## src/sv/gcng_pkg.sv

```systemverilog
// ----------------------------------------------------------------------------
// gcng_pkg: shared definitions of the grid cell neighbor gather unit
// Field widths, request and register codes, and the default sizes of the
// cell list tables.
// ----------------------------------------------------------------------------
package gcng_pkg;

  // Default sizes of the grid, the particle table and the neighbor cap.
  localparam int unsigned MAX_GRID_DEF      = 16;
  localparam int unsigned MAX_PARTICLES_DEF = 65536;
  localparam int unsigned MAX_NEIGHBORS_DEF = 64;

  // Field widths of the input and result words.
  localparam int unsigned REQ_W   = 2;
  localparam int unsigned POS_W   = 32;
  localparam int unsigned ADDR_W  = 16;
  localparam int unsigned VAL_W   = 17;
  localparam int unsigned IDX_W   = 16;
  localparam int unsigned CNT_W   = 7;

  // Configuration register widths and port shape.
  localparam int unsigned GRID_W   = 5;
  localparam int unsigned SCALE_W  = 32;
  localparam int unsigned CFG_IDX_W = 2;
  localparam int unsigned CFG_W    = 32;

  // Width of one operand of the shared multiplier.
  localparam int unsigned MUL_W = 32;

  // Request types.
  localparam logic [REQ_W-1:0] REQ_OFFSET = 2'd0;
  localparam logic [REQ_W-1:0] REQ_MEMBER = 2'd1;
  localparam logic [REQ_W-1:0] REQ_QUERY  = 2'd2;

  // Configuration register indexes.
  localparam logic [CFG_IDX_W-1:0] CFG_GRID_SIZE     = 2'd0;
  localparam logic [CFG_IDX_W-1:0] CFG_MAX_NEIGHBORS = 2'd1;
  localparam logic [CFG_IDX_W-1:0] CFG_CELL_SCALE    = 2'd2;

  // Reset values of the configuration registers.
  localparam logic [GRID_W-1:0]  GRID_SIZE_RST     = 5'd16;
  localparam logic [CNT_W-1:0]   MAX_NEIGHBORS_RST = 7'd64;
  localparam logic [SCALE_W-1:0] CELL_SCALE_RST    = 32'd65536;

endpackage

```

## src/sv/gcng_mul.sv

```systemverilog
// ----------------------------------------------------------------------------
// gcng_mul: shared multiplier of the neighbor gather unit
// One unsigned 32 by 32 product per cycle with a registered result. It
// serves both the axis cell scaling and the cell number computation.
// ----------------------------------------------------------------------------
module gcng_mul (
  input  logic                          clk_i,
  input  logic [gcng_pkg::MUL_W-1:0]    a_i,
  input  logic [gcng_pkg::MUL_W-1:0]    b_i,
  output logic [2*gcng_pkg::MUL_W-1:0]  p_o
);

  logic [2*gcng_pkg::MUL_W-1:0] p_q;

  // Product register; the sequencer picks it up in the cycle after the operands.
  always_ff @(posedge clk_i) begin
    p_q <= {{gcng_pkg::MUL_W{1'b0}}, a_i} * {{gcng_pkg::MUL_W{1'b0}}, b_i};
  end

  assign p_o = p_q;

endmodule

```

## config.mk

```make
export PLATFORM = sky130hd
export DESIGN_NAME = gcng_mul
export DESIGN_NICKNAME = d
export VERILOG_FILES = /design/src/sv/gcng_pkg.sv /design/src/sv/gcng_mul.sv
export SDC_FILE = /design/constraint.sdc
export NUM_CORES = 2
export LEC_CHECK = 0
export ABC_AREA = 1
export BUFFER_PORTS_ARGS = -buffer_cell sky130_fd_sc_hd__buf_2
export CORE_ASPECT_RATIO = 0.9
export CORE_MARGIN = 2
export CORE_UTILIZATION = 46
export DETAILED_ROUTE_END_ITERATION = 10
export PLACE_DENSITY_LB_ADDON = 0.1
export SLEW_MARGIN = 20
export SYNTH_ARGS = -nofsm -noshare
export SYNTH_HDL_FRONTEND = slang
export SYNTH_SLANG_ARGS = --single-unit
export TNS_END_PERCENT = 1
```

## constraint.sdc

```tcl
create_clock -name clk_i -period 9.6 [get_ports clk_i]
set_clock_uncertainty 0.05 [all_clocks]
set_input_delay 0.96 -clock clk_i [delete_from_list [all_inputs] [get_ports clk_i]]
set_output_delay 0.96 -clock clk_i [all_outputs]
set_load 0.005 [all_outputs]
```

==> run metrics <==
Area Growth Syn to Fin 4.37%; Syn Nets 6247; layout cells sized above 1 4.37%; number of buffer cells added on primary ports 128; Die Area 83600 um2; design area 39000 um2; distinct cell type count after synthesis 23; I/O pin cnt 129; Antenna Violating Nets Remaining 0; post-CTS sizing 0; CP Data Required Time 9.79 ns; Peak Freq 0.132 GHz; Syn Inst Count 5023; fin crit share 78.6%; Syn Area/Cell 7.45 um2; setup repair after global routing missed its margin no; Hold WC Path Type in -> reg; register area share after synthesis 3.43%; WHS 1.11 ns; Max-slew headroom 35.2%; cts bufs inserted 9; row count 99; Initial DRC Count 1682; max reg flops 64; Post-CTS Hold Fix Bufs 0; Die Height 275 um; root buffer cell clkbuf_16; Max stage delay on crit path 0.54 ns; Worst Tran Pin Value 0.972 ns; core area 80800 um2; postcts setup bufs 0; Die Wd 305 um; Yosys top cell area share 48.0%; GPL Wtd Cong 0.931; Bufs on Longest Clock Path 2; initial antenna violation count 2; Max Cap Violations 0; vias per cell 4.76; largest net degree at the start of global routing 33; Final Hold Violating Endpoints 0; Worst path top cell family by delay adder cells; synth warn 0; Post-Route WL 105 mm; Setup crit start kind input port; global-route wire length before repair 172 mm; Yosys reg bits 64; Setup CP Type in -> reg; gr ovfl total 0; Max Slew Vio Count 0; HPWL after detailed placement 88.3 mm; critical path buffer and inverter count 8; final setup vio count 0; setup TNS 0 ns; Mapped Area 37400 um2; vias in the first global route 30775; maximum fanout along the worst path 20; crit-path most repeated cell fa_1; Placed Area 38700 um2; TritonRoute pass-1 iters 5; Overall Global Routing Usage 26.5%; dominant cell type by area after synthesis fa_1; Critical Path AT 7.74 ns; nets 6205; Critical Path Slowest Stage Cell fa_1; Starting Density 46.3%; htree depth 3; Worst setup EP type flop; top cells by area, synth fa_1 (48%), inv_1 (17%), nand2_1 (16%), ha_1 (8.8%), dfxtp_1 (3.4%); post-layout minimum cycle time 7.55 ns; Reg clk slew, reported paths 0.06 ns; WL/cell 17.4 um; DR vias 28778; CTS tree done; TritonCTS Sinks 64; Residual DRC 0; outcome finished, final reports clean
stage by stage:
step	instances	utilization (%)	setup WS, ns
detailed placement	6030	48.0	1.72
finish	6048	48.3	2.05
global placement	6030	48.0	1.70
global route	6046	48.3	1.74
CTS	6046	48.3	2.07
floorplan	5023	-	2.78
Yosys cell counts (all sizes together):
| cell | count |
|---|---|
| nor2 | 101 |
| dfxtp | 64 |
| inv | 1735 |
| a21oi | 43 |
| clkbuf | 192 |
| xor2 | 33 |
| nand4 | 16 |
| xnor2 | 2 |
| nor3 | 18 |
| fa | 896 |
| ha | 263 |
| nand2 | 1581 |
| o21bai | 12 |
| nand3 | 65 |
| o21ai | 2 |
worst paths after layout:
check             slack (ns)  depth (start not counted)         endpoint  startpoint
setup / recovery        2.05                         26  p_o[38]$_DFF_P_      b_i[8]
hold / removal          1.11                          4   p_o[0]$_DFF_P_      b_i[0]
placed cells by master, fill, tap and decap left out, drive strengths merged:
cell,count
bufinv,1
xor2,33
clkbuf,10
fa,896
nand3,65
clkinv,2
o21ai,2
nand4,16
nand2,1581
buf,139
a21oi,43
nor3,18
dfxtp,64
diode,2
clkinvlp,3
ha,263
nor2,101
xnor2,2
o21bai,12
inv,1735
layout make-up:
| cell class | count | area, um2 |
|---|---|---|
| diodes | 2 | 5.00 |
| clock buffers | 10 | 229 |
| clock inverters | 6 | 70.1 |
| fillers | 8339 | 41700 |
| inverters | 1735 | 6510 |
| multi-input cells | 3032 | 28900 |
| flip-flops and latches | 64 | 1280 |
| well taps | 1060 | 1330 |
| repair buffers | 139 | 723 |
cell families (layout without fill, tap and decap cells):
family | Yosys count | in the layout | synth area share, %
flops | 64 | 64 | 3.43
fa+ha+maj | 1159 | 1159 | 56.8
xor+xnor | 35 | 35 | 0.820
buf+inv | 1927 | 1890 | 19.3
simple gates | 1781 | 1781 | 18.8
other cells | 0 | 2 | 0
compound gates | 57 | 57 | 0.853
layer usage:
layer  wire, um  track usage (%)  up-vias
met1      47400             37.2    14424
met5         23                0        -
met4       2470             5.45        4
li1           -                -    13532
met2      50900             45.4      692
met3       4580             1.96      126
Power is left out: the tool's default activity adds up to more than one toggle a clock period on the data nets, which glitch-free logic cannot reach.
