`src/sv/gcng_ram.sv`:
```
// ----------------------------------------------------------------------------
// gcng_ram: generic single-port-write, single-port-read RAM
// One write and one registered read per cycle. The read data holds until
// the next read is enabled.
// ----------------------------------------------------------------------------
module gcng_ram #(
  parameter int unsigned Width = 16,
  parameter int unsigned Depth = 64
) (
  input  logic                                     clk_i,
  input  logic                                     we_i,
  input  logic [((Depth > 1) ? $clog2(Depth) : 1)-1:0] waddr_i,
  input  logic [Width-1:0]                         wdata_i,
  input  logic                                     re_i,
  input  logic [((Depth > 1) ? $clog2(Depth) : 1)-1:0] raddr_i,
  output logic [Width-1:0]                         rdata_o
);

  logic [Width-1:0] mem_q [Depth];
  logic [Width-1:0] rdata_q;

  // Storage array and registered read port.
  always_ff @(posedge clk_i) begin
    if (we_i) begin
      mem_q[waddr_i] <= wdata_i;
    end
    if (re_i) begin
      rdata_q <= mem_q[raddr_i];
    end
  end

  assign rdata_o = rdata_q;

endmodule

```
`config.mk`:
```
export PLATFORM = sky130hd
export DESIGN_NAME = gcng_ram
export DESIGN_NICKNAME = d
export VERILOG_FILES = /design/src/sv/gcng_ram.sv
export SDC_FILE = /design/constraint.sdc
export NUM_CORES = 1
export LEC_CHECK = 0
export BUFFER_PORTS_ARGS = -buffer_cell sky130_fd_sc_hd__buf_2
export CAP_MARGIN = 20
export CORE_MARGIN = 1
export CORE_UTILIZATION = 30
export CTS_CLUSTER_SIZE = 24
export DETAILED_ROUTE_END_ITERATION = 12
export SETUP_SLACK_MARGIN = 0.5
export SKIP_CTS_REPAIR_TIMING = 1
export SYNTH_ARGS = -nofsm -noshare
export SYNTH_HDL_FRONTEND = slang
export SYNTH_SLANG_ARGS = --single-unit
```
`constraint.sdc`:
```
create_clock -name clk_i -period 5.5 [get_ports clk_i]
set_input_delay 1.1 -clock clk_i [delete_from_list [all_inputs] [get_ports clk_i]]
set_output_delay 1.1 -clock clk_i [all_outputs]
set_load 0.03 [all_outputs]
```
==> results.cfg, run 1 <==
[worst_setup_path]
crit_type = input pin to register
slowest_stage = a31oi_1
crit_path_max_fanout = 56
path_buf_inv = 2
cp.arrival_ns = 3.98
r2r-start = mem_q[23][1]$_DFFE_PP_
cp-start-kind = input pin
cpLargestDelayFamily = multiplexers
critPathMaxStageDelay_ns = 0.61
cp.depth = 7
r2r-end = rdata_o[1]$_DFFE_PP_
path_cells = buf_8, buf_12, mux4_2, mux2i_1, a22oi_1, a31oi_1, a311oi_1
reg2reg_depth = 5
regToRegSetupSlack_ns = 3.01
required_ns = 5.87
worstSetupEndpointType = register

[layout]
syn2layout_area_growth_pct = 14.92
drive_above_1_share = 0.2679
utilization = 0.3497
final_net_count = 2007

[floorplan]
ioPinCount = 47
die_area_um2 = 135500
core_area_um2 = 132100
rows = 133
fp.dieW_um = 368.1
die_y_um = 368.1
start_util = 0.3043

[detailed_routing]
drcViolationCount = 0
viasPerCell = 5.028
first_pass_iters = 6
vias = 19170
ant_nets = 0
wl_per_cell_um = 25.65
drt_iter0_drc = 2070
wl_mm = 97.82

[grt]
grt_pass1_vias = 19460
gr-total-overflow = 0
track_usage = 0.1432
grt_pass1_wl_mm = 140.9
grt_max_degree = 75
antenna_found_initial = 6

[sta]
max_freq_mhz = 276.9
finalHoldViolCount = 0
fin_crit_sh = 0.6567
worst_pin_slew_ns = 1.174
min_period_ns = 3.612
finClkSkew_ns = 0.03984
final.setup.tns_ns = 0
setup-violations-final = 0
slew_headroom = 0.2141
final_max_slew_viol_count = 0
rsz0062_at_grt = false

[clock_network]
max-clock-path-buffers = 3
clock-root-buffer = clkbuf_16
cts_tree = yes
insertion_delay_ns = 0.68
cts_inserted_buffers = 106
htree_num_levels = 3
clkSinkCount = 1040
path_clk_slew_ns = 0.07

[yosys]
synth-seq-cells = 1040
synth_cell_types = 42
synth_area_leader_cell = edfxtp_1
synthesis.instances = 1829
synthArstFlopShare = 0
yosys_most_used_dff = edfxtp_1
ys_seq_area_frac = 0.7768
synth_most_common_cell = edfxtp_1
synth_edf_count = 1040
syn_area_per_cell_um2 = 21.98
synth_top_area_frac = 0.7768
syn_nets = 1860
syn_area_um2 = 40200
synth_warnings = 0
synth_area_leaders = edfxtp_1, mux4_2, mux2i_1, mux2_2, a22oi_1
ys_top_cells_by_count = edfxtp_1, mux4_2, mux2i_1, nor2_1, nand2_1

[flow_run]
drv_cap = 0

[power]
ir_drop_uv = 228.0
cellPowerDensity_nw_per_um2 = 357.4
p_leak_nw = 14.33

[hold_path]
min_to = rdata_o[9]$_DFFE_PP_
min-delay-start = re_i
hp-class = input pin to register
holdPathStages = 1

[status]
status = complete, no violations

[place]
dp_hpwl_mm = 57.13
port_buffers = 46
gp_congestion = 0.7990
==> area by class of cell <==
type                            instances  area [um2]
Multi-Input combinational cell        685        8294
Clock inverter                         60       521.8
Tap cell                             1755        2196
Clock buffer                          129        2781
Sequential cell                      1040       31230
Fill cell                           12160       85930
Timing Repair Buffer                  143        1174
Antenna cell                            1       2.502
==> per-stage QoR <==
stage,setup WS [ns],std cells,hold slack (ns),power [mW],cell area (um2)
detailed placement,1.081,3620,0.9393,9.825,42840
finish,1.888,3813,0.9216,16.51,46200
floorplan,2.365,1829,0.8280,9.449,40200
global route,1.718,3812,0.9074,16.98,46200
global placement,1.087,3614,0.9438,9.804,42710
CTS,1.818,3809,0.8835,16.63,46150
==> where the power goes <==
part	internal [mW]	total, mW	switching [mW]
Combinational	0.286	0.829	0.543
Clock	3.96	6.86	2.90
Sequential	8.79	8.82	0.0273
Total	13.0	16.5	3.47
==> registers in the layout, summed over array words and instances (netlist names) <==
signal and count:
mem_q 1024, rdata_o 16
==> routing by layer <==
metal / GRT usage / wire length [um]
met5: 0 / 23
met3: 0.02988 / 8108
met1: 0.2002 / 41060
met2: 0.2276 / 46440
met4: 0.03543 / 2191
==> cell usage in the layout (no fill, tap or decap), types with 3 or more instances in the layout <==
| cell type | Yosys | routed |
|---|---|---|
| mux4_2 | 220 | 220 |
| clkinv_2 | 0 | 16 |
| nor4_2 | 3 | 3 |
| a41oi_1 | 5 | 5 |
| buf_8 | 3 | 3 |
| buf_2 | 36 | 43 |
| and4_1 | 5 | 5 |
| clkbuf_16 | 0 | 108 |
| clkinv_1 | 0 | 29 |
| buf_12 | 5 | 7 |
| o21ai_1 | 3 | 3 |
| mux2i_1 | 85 | 85 |
| a211o_1 | 8 | 8 |
| nand2b_1 | 3 | 3 |
| nand3_1 | 24 | 24 |
| a221oi_1 | 16 | 16 |
| nor2_2 | 2 | 12 |
| o21ai_0 | 5 | 5 |
| edfxtp_1 | 1040 | 1040 |
| a221o_1 | 6 | 6 |
| nor2b_1 | 30 | 27 |
| a311oi_1 | 8 | 8 |
| clkbuf_1 | 24 | 21 |
| buf_4 | 13 | 82 |
| nor2_1 | 72 | 62 |
| a22oi_1 | 39 | 39 |
| inv_6 | 0 | 4 |
| a22o_1 | 6 | 6 |
| a31oi_1 | 8 | 8 |
| mux2_2 | 27 | 27 |
| nand4_1 | 12 | 12 |
| nand2_1 | 59 | 59 |
| nor2b_2 | 0 | 3 |
| bufinv_16 | 0 | 8 |
| a211oi_1 | 8 | 8 |
| mux4_1 | 4 | 4 |
| buf_6 | 17 | 3 |
| buf_16 | 0 | 4 |
| a21oi_1 | 17 | 17 |
==> cell families (layout without fill, tap and decap cells) <==
kind of cell,after synthesis,after routing,share of synthesized area
DFF,1040,1040,0.7768
muxes,336,336,0.1546
and+or+nand+nor,220,220,0.02636
AOI/OAI and AO/OA,129,129,0.02400
buffers and inverters,104,332,0.01824
other,0,1,0
==> how the worst max path moves through the flow <==
| stage | from | to | slack, ns |
|---|---|---|---|
| after floorplan | waddr_i[3] | mem_q[48][0]$_DFFE_PP_ | 2.37 |
| after global placement | raddr_i[0] | rdata_o[9]$_DFFE_PP_ | 1.09 |
| after detailed placement | raddr_i[0] | rdata_o[9]$_DFFE_PP_ | 1.08 |
| after CTS | raddr_i[0] | rdata_o[9]$_DFFE_PP_ | 1.82 |
| after global routing | raddr_i[0] | rdata_o[9]$_DFFE_PP_ | 1.72 |
| final | raddr_i[0] | rdata_o[1]$_DFFE_PP_ | 1.89 |
No activity file was read; power rests on OpenSTA's default activity.
==> run 2: changes to the inputs <==
Clock period 5.5 ns to 3.65 ns, I/O delays scaled along.
==> run 2 against run 1 <==
- worst hold slack lost 0.56 ns
- cell area grew 0.96%
- first-iteration DRC count grew 0.72%
- sequential share of layout area shrank 0.64 points
- critical endpoint is now rdata_o[14]$_DFFE_PP_
==> results.cfg, run 2 (same netlist as run 1, synthesis figures left out) <==
[floorplan]
ioPinCount = 47
fp.dieW_um = 368.1
start_util = 0.3043
core_area_um2 = 132100
die_area_um2 = 135500
rows = 133
die_y_um = 368.1

[grt]
grt_pass1_vias = 19650
antenna_found_initial = 13
gr-total-overflow = 0
grt_pass1_wl_mm = 142.2
track_usage = 0.1447
grt_max_degree = 67

[detailed_routing]
drt_iter0_drc = 2085
first_pass_iters = 6
wl_per_cell_um = 25.36
wl_mm = 98.47
ant_nets = 0
drcViolationCount = 0
vias = 19320
viasPerCell = 4.975

[worst_setup_path]
r2r-start = mem_q[10][1]$_DFFE_PP_
crit_type = input pin to register
reg2reg_depth = 5
required_ns = 4.08
worstSetupEndpointType = register
crit_path_max_fanout = 38
regToRegSetupSlack_ns = 1.46
r2r-end = rdata_o[1]$_DFFE_PP_
cp-start-kind = input pin
cp.arrival_ns = 3.20

[place]
dp_hpwl_mm = 60.82
gp_congestion = 0.8285
port_buffers = 46

[clock_network]
insertion_delay_ns = 0.68
path_clk_slew_ns = 0.06
clkSinkCount = 1040
clock-root-buffer = clkbuf_16
htree_num_levels = 3
cts_tree = yes
cts_inserted_buffers = 103
max-clock-path-buffers = 3

[layout]
multi_input_area_um2 = 8249
regMostFlops = mem_q
drive_above_1_share = 0.2893
largest_reg_flops = 1024
fillCellCount = 12180
seq_area_um2 = 31230
syn2layout_area_growth_pct = 16.02
utilization = 0.3530
final_net_count = 2070
layout_common_cells = edfxtp_1, mux4_2, buf_4
final_common_cell = edfxtp_1

[sta]
setup-violations-final = 0
min_period_ns = 2.764
fin_crit_sh = 0.7573
hold_ws_ns = 0.3625
final.setup.tns_ns = 0
rsz0062_at_grt = false
slew_headroom = 0.3222
max_freq_mhz = 361.8
final_max_slew_viol_count = 0
finalHoldViolCount = 0
worst_pin_slew_ns = 1.017
finClkSkew_ns = 0.03878

[power]
p_leak_nw = 14.67
ir_drop_uv = 358.5
p_total_mw = 24.98
cellPowerDensity_nw_per_um2 = 535.5

[flow_run]
drv_cap = 0

[hold_path]
min_to = mem_q[28][5]$_DFFE_PP_
holdPathStages = 1
hp-class = input pin to register
min-delay-start = wdata_i[5]

[status]
status = complete, no violations
-- run 2: cell types whose count changed in the layout (fill, tap and decap cells not counted), moves of 6 or more --
cell      change
buf_12        +6
nor2_1       +10
clkinv_2      +9
nor2_2       -10
buf_4        +68
-- run 2: worst max-delay path, stage by stage --
cell     delay (ns)
buf_6          0.45
buf_4          0.35
nor2b_1        0.51
a22oi_1        0.14
a41oi_1        0.41
o21ai_0        0.30
and4_1         0.28
-- run 2: report_power, final --
| part | total, mW | internal, mW | switching (mW) |
|---|---|---|---|
| Clock | 10.4 | 5.94 | 4.45 |
| Sequential | 13.3 | 13.2 | 0.0363 |
| Combinational | 1.31 | 0.475 | 0.832 |
| Total | 25.0 | 19.7 | 5.32 |
-- run 2: worst max-delay path by stage --
| stage | start | to |
|---|---|---|
| after detailed placement | raddr_i[1] | rdata_o[14]$_DFFE_PP_ |
| after global routing | raddr_i[1] | rdata_o[14]$_DFFE_PP_ |
| after floorplan | waddr_i[3] | mem_q[48][0]$_DFFE_PP_ |
| after global placement | raddr_i[1] | rdata_o[14]$_DFFE_PP_ |
| after CTS | raddr_i[1] | rdata_o[14]$_DFFE_PP_ |
| final | raddr_i[1] | rdata_o[14]$_DFFE_PP_ |
-- run 2: final cells by class --
class / instances / area share
Sequential cell: 1040 / 0.6696
Antenna cell: 2 / 0.0001073
Timing Repair Buffer: 209 / 0.03519
Clock buffer: 121 / 0.05717
Tap cell: 1755 / 0.04708
Clock inverter: 71 / 0.01403
Multi-Input combinational cell: 685 / 0.1769
-- run 2: routing by layer --
layer | track usage | vias to the layer above | wire (um)
li1 | - | 8123 | -
met3 | 0.03160 | 147 | 7697
met4 | 0.03830 | 14 | 2341
met1 | 0.1987 | 10270 | 41580
met2 | 0.2319 | 761 | 46760
met5 | 0 | - | 91
-- run 2: metrics by stage --
stage          setup WS [ns]  instances  instance area (um2)
6_report              0.8857       3883                46640
5_1_grt               0.7816       3881                46640
4_1_cts               0.8689       3878                46580
3_5_place_dp          0.1215       3686                43260
3_3_place_gp          0.1366       3686                43260
2_1_floorplan         0.8852       1829                40200
==> run 3: changes to the inputs <==
Clock period 3.65 ns to 2.38 ns, I/O delays scaled along.
==> run 3 against run 2 <==
- die area stayed put
- worst hold slack worse by 0.063 ns
- count of clock-buffer cells in the layout is 7 higher
==> results.cfg, run 3 (same netlist as run 1, synthesis figures left out) <==
[sta]
fin_crit_sh = 0.8911
max_freq_mhz = 471.5
setup-violations-final = 0
finClkSkew_ns = 0.01993
slew_headroom = 0.4509
final_max_slew_viol_count = 0
rsz0062_at_grt = true
layout_setup_ws_ns = 0.2591
min_period_ns = 2.121
hold_ws_ns = 0.2990
worst_pin_slew_ns = 0.8236
finalHoldViolCount = 0
final.setup.tns_ns = 0

[floorplan]
core_area_um2 = 132100
die_area_um2 = 135500
ioPinCount = 47
fp.dieW_um = 368.1
die_y_um = 368.1
start_util = 0.3043
rows = 133

[worst_setup_path]
crit_type = register to register
regToRegSetupSlack_ns = 0.26
critPathMaxStageDelay_ns = 0.48
worstSetupEndpointType = register
crit_top_cell = buf_4
path_buf_inv = 2
r2r-end = rdata_o[0]$_DFFE_PP_
r2r-start = mem_q[23][0]$_DFFE_PP_
cpLargestDelayFamily = multiplexers
slowest_stage = mux4_2
worstSetupEndpoint = rdata_o[0]$_DFFE_PP_
cp.arrival_ns = 2.52
cp.depth = 7
crit_path_start = mem_q[23][0]$_DFFE_PP_
required_ns = 2.78
cp-start-kind = register
reg2reg_depth = 7
crit_path_max_fanout = 1
path_cells = mux4_2, mux2i_1, buf_4, a22oi_1, a31oi_4, buf_4, a311oi_1

[hold_path]
hp-class = input pin to register

[grt]
grt_pass1_wl_mm = 142.3
grt_max_degree = 65
grt_pass1_vias = 20240
gr-total-overflow = 0
antenna_found_initial = 16
track_usage = 0.1436

[place]
dp_cells = 3765
placed_area_um2 = 44670
dp_hpwl_mm = 62.12
port_buffers = 46
pre_cts_slack_ns = -0.6798
gp_congestion = 0.8188

[detailed_routing]
wl_mm = 98.95
vias = 19710
drt_iter0_drc = 1843
first_pass_iters = 5
viasPerCell = 4.940
ant_nets = 0
drcViolationCount = 0
wl_per_cell_um = 24.79

[layout]
regMostFlops = mem_q
fillCellCount = 11920
fin_area_um2 = 48760
stdcell_count = 3991
final_common_cell = edfxtp_1
syn2layout_area_growth_pct = 21.29
layout_common_cells = edfxtp_1, mux4_2, buf_4
utilization = 0.3690
largest_reg_flops = 1024
drive_above_1_share = 0.3647
final_net_count = 2174

[clock_network]
path_clk_slew_ns = 0.06
cts_inserted_buffers = 108
cts_tree = yes
insertion_delay_ns = 0.68
htree_num_levels = 3
clkSinkCount = 1040
max-clock-path-buffers = 3
clock-root-buffer = clkbuf_16

[flow_run]
drv_cap = 0

[status]
status = complete, no violations

[power]
ir_drop_uv = 599.9
p_total_mw = 39.13
cellPowerDensity_nw_per_um2 = 802.6
p_leak_nw = 15.46
run 3: worst min-delay path by stage:
stage / end / start / slack [ns] / cells after the start
final: mem_q[21][14]$_DFFE_PP_ / wdata_i[14] / 0.30 / 2
after global routing: rdata_o[2]$_DFFE_PP_ / re_i / 0.28 / 1
after CTS: rdata_o[5]$_DFFE_PP_ / re_i / 0.25 / 1
after detailed placement: rdata_o[5]$_DFFE_PP_ / mem_q[26][5]$_DFFE_PP_ / 0.95 / 4
after global placement: rdata_o[10]$_DFFE_PP_ / mem_q[27][10]$_DFFE_PP_ / 0.95 / 4
after floorplan: mem_q[0][0]$_DFFE_PP_ / wdata_i[0] / 0.57 / 0
run 3: cell type report:
cell class	count	area, um2	share of cell area
flip-flops and latches	1040	31230	0.6405
multi-input cells	685	8805	0.1806
repair buffers	308	3068	0.06292
clock buffers	128	2799	0.05740
well taps	1755	2196	0.04503
clock inverters	71	653.1	0.01339
diodes	4	10.01	0.0002053
run 3: where the power goes:
part	switching (mW)	internal, mW
clock	6.85	9.57
sequential	0.0563	20.3
combinational	1.37	0.979
run 3: per-layer routing:
metal,wire length [um],global-route usage,vias to the layer above
met5,115,0,-
met4,2616,0.04572,18
met3,7088,0.03484,152
met2,47740,0.2306,676
met1,41390,0.1913,10520
li1,-,-,8352
run 3: worst register-to-register path: cells and delay by family (launching register included):
kind,cells,cell delay (ns)
muxes,2,0.62
AOI/OAI and AO/OA,3,0.54
DFF,1,0.37
buffers and inverters,2,0.32
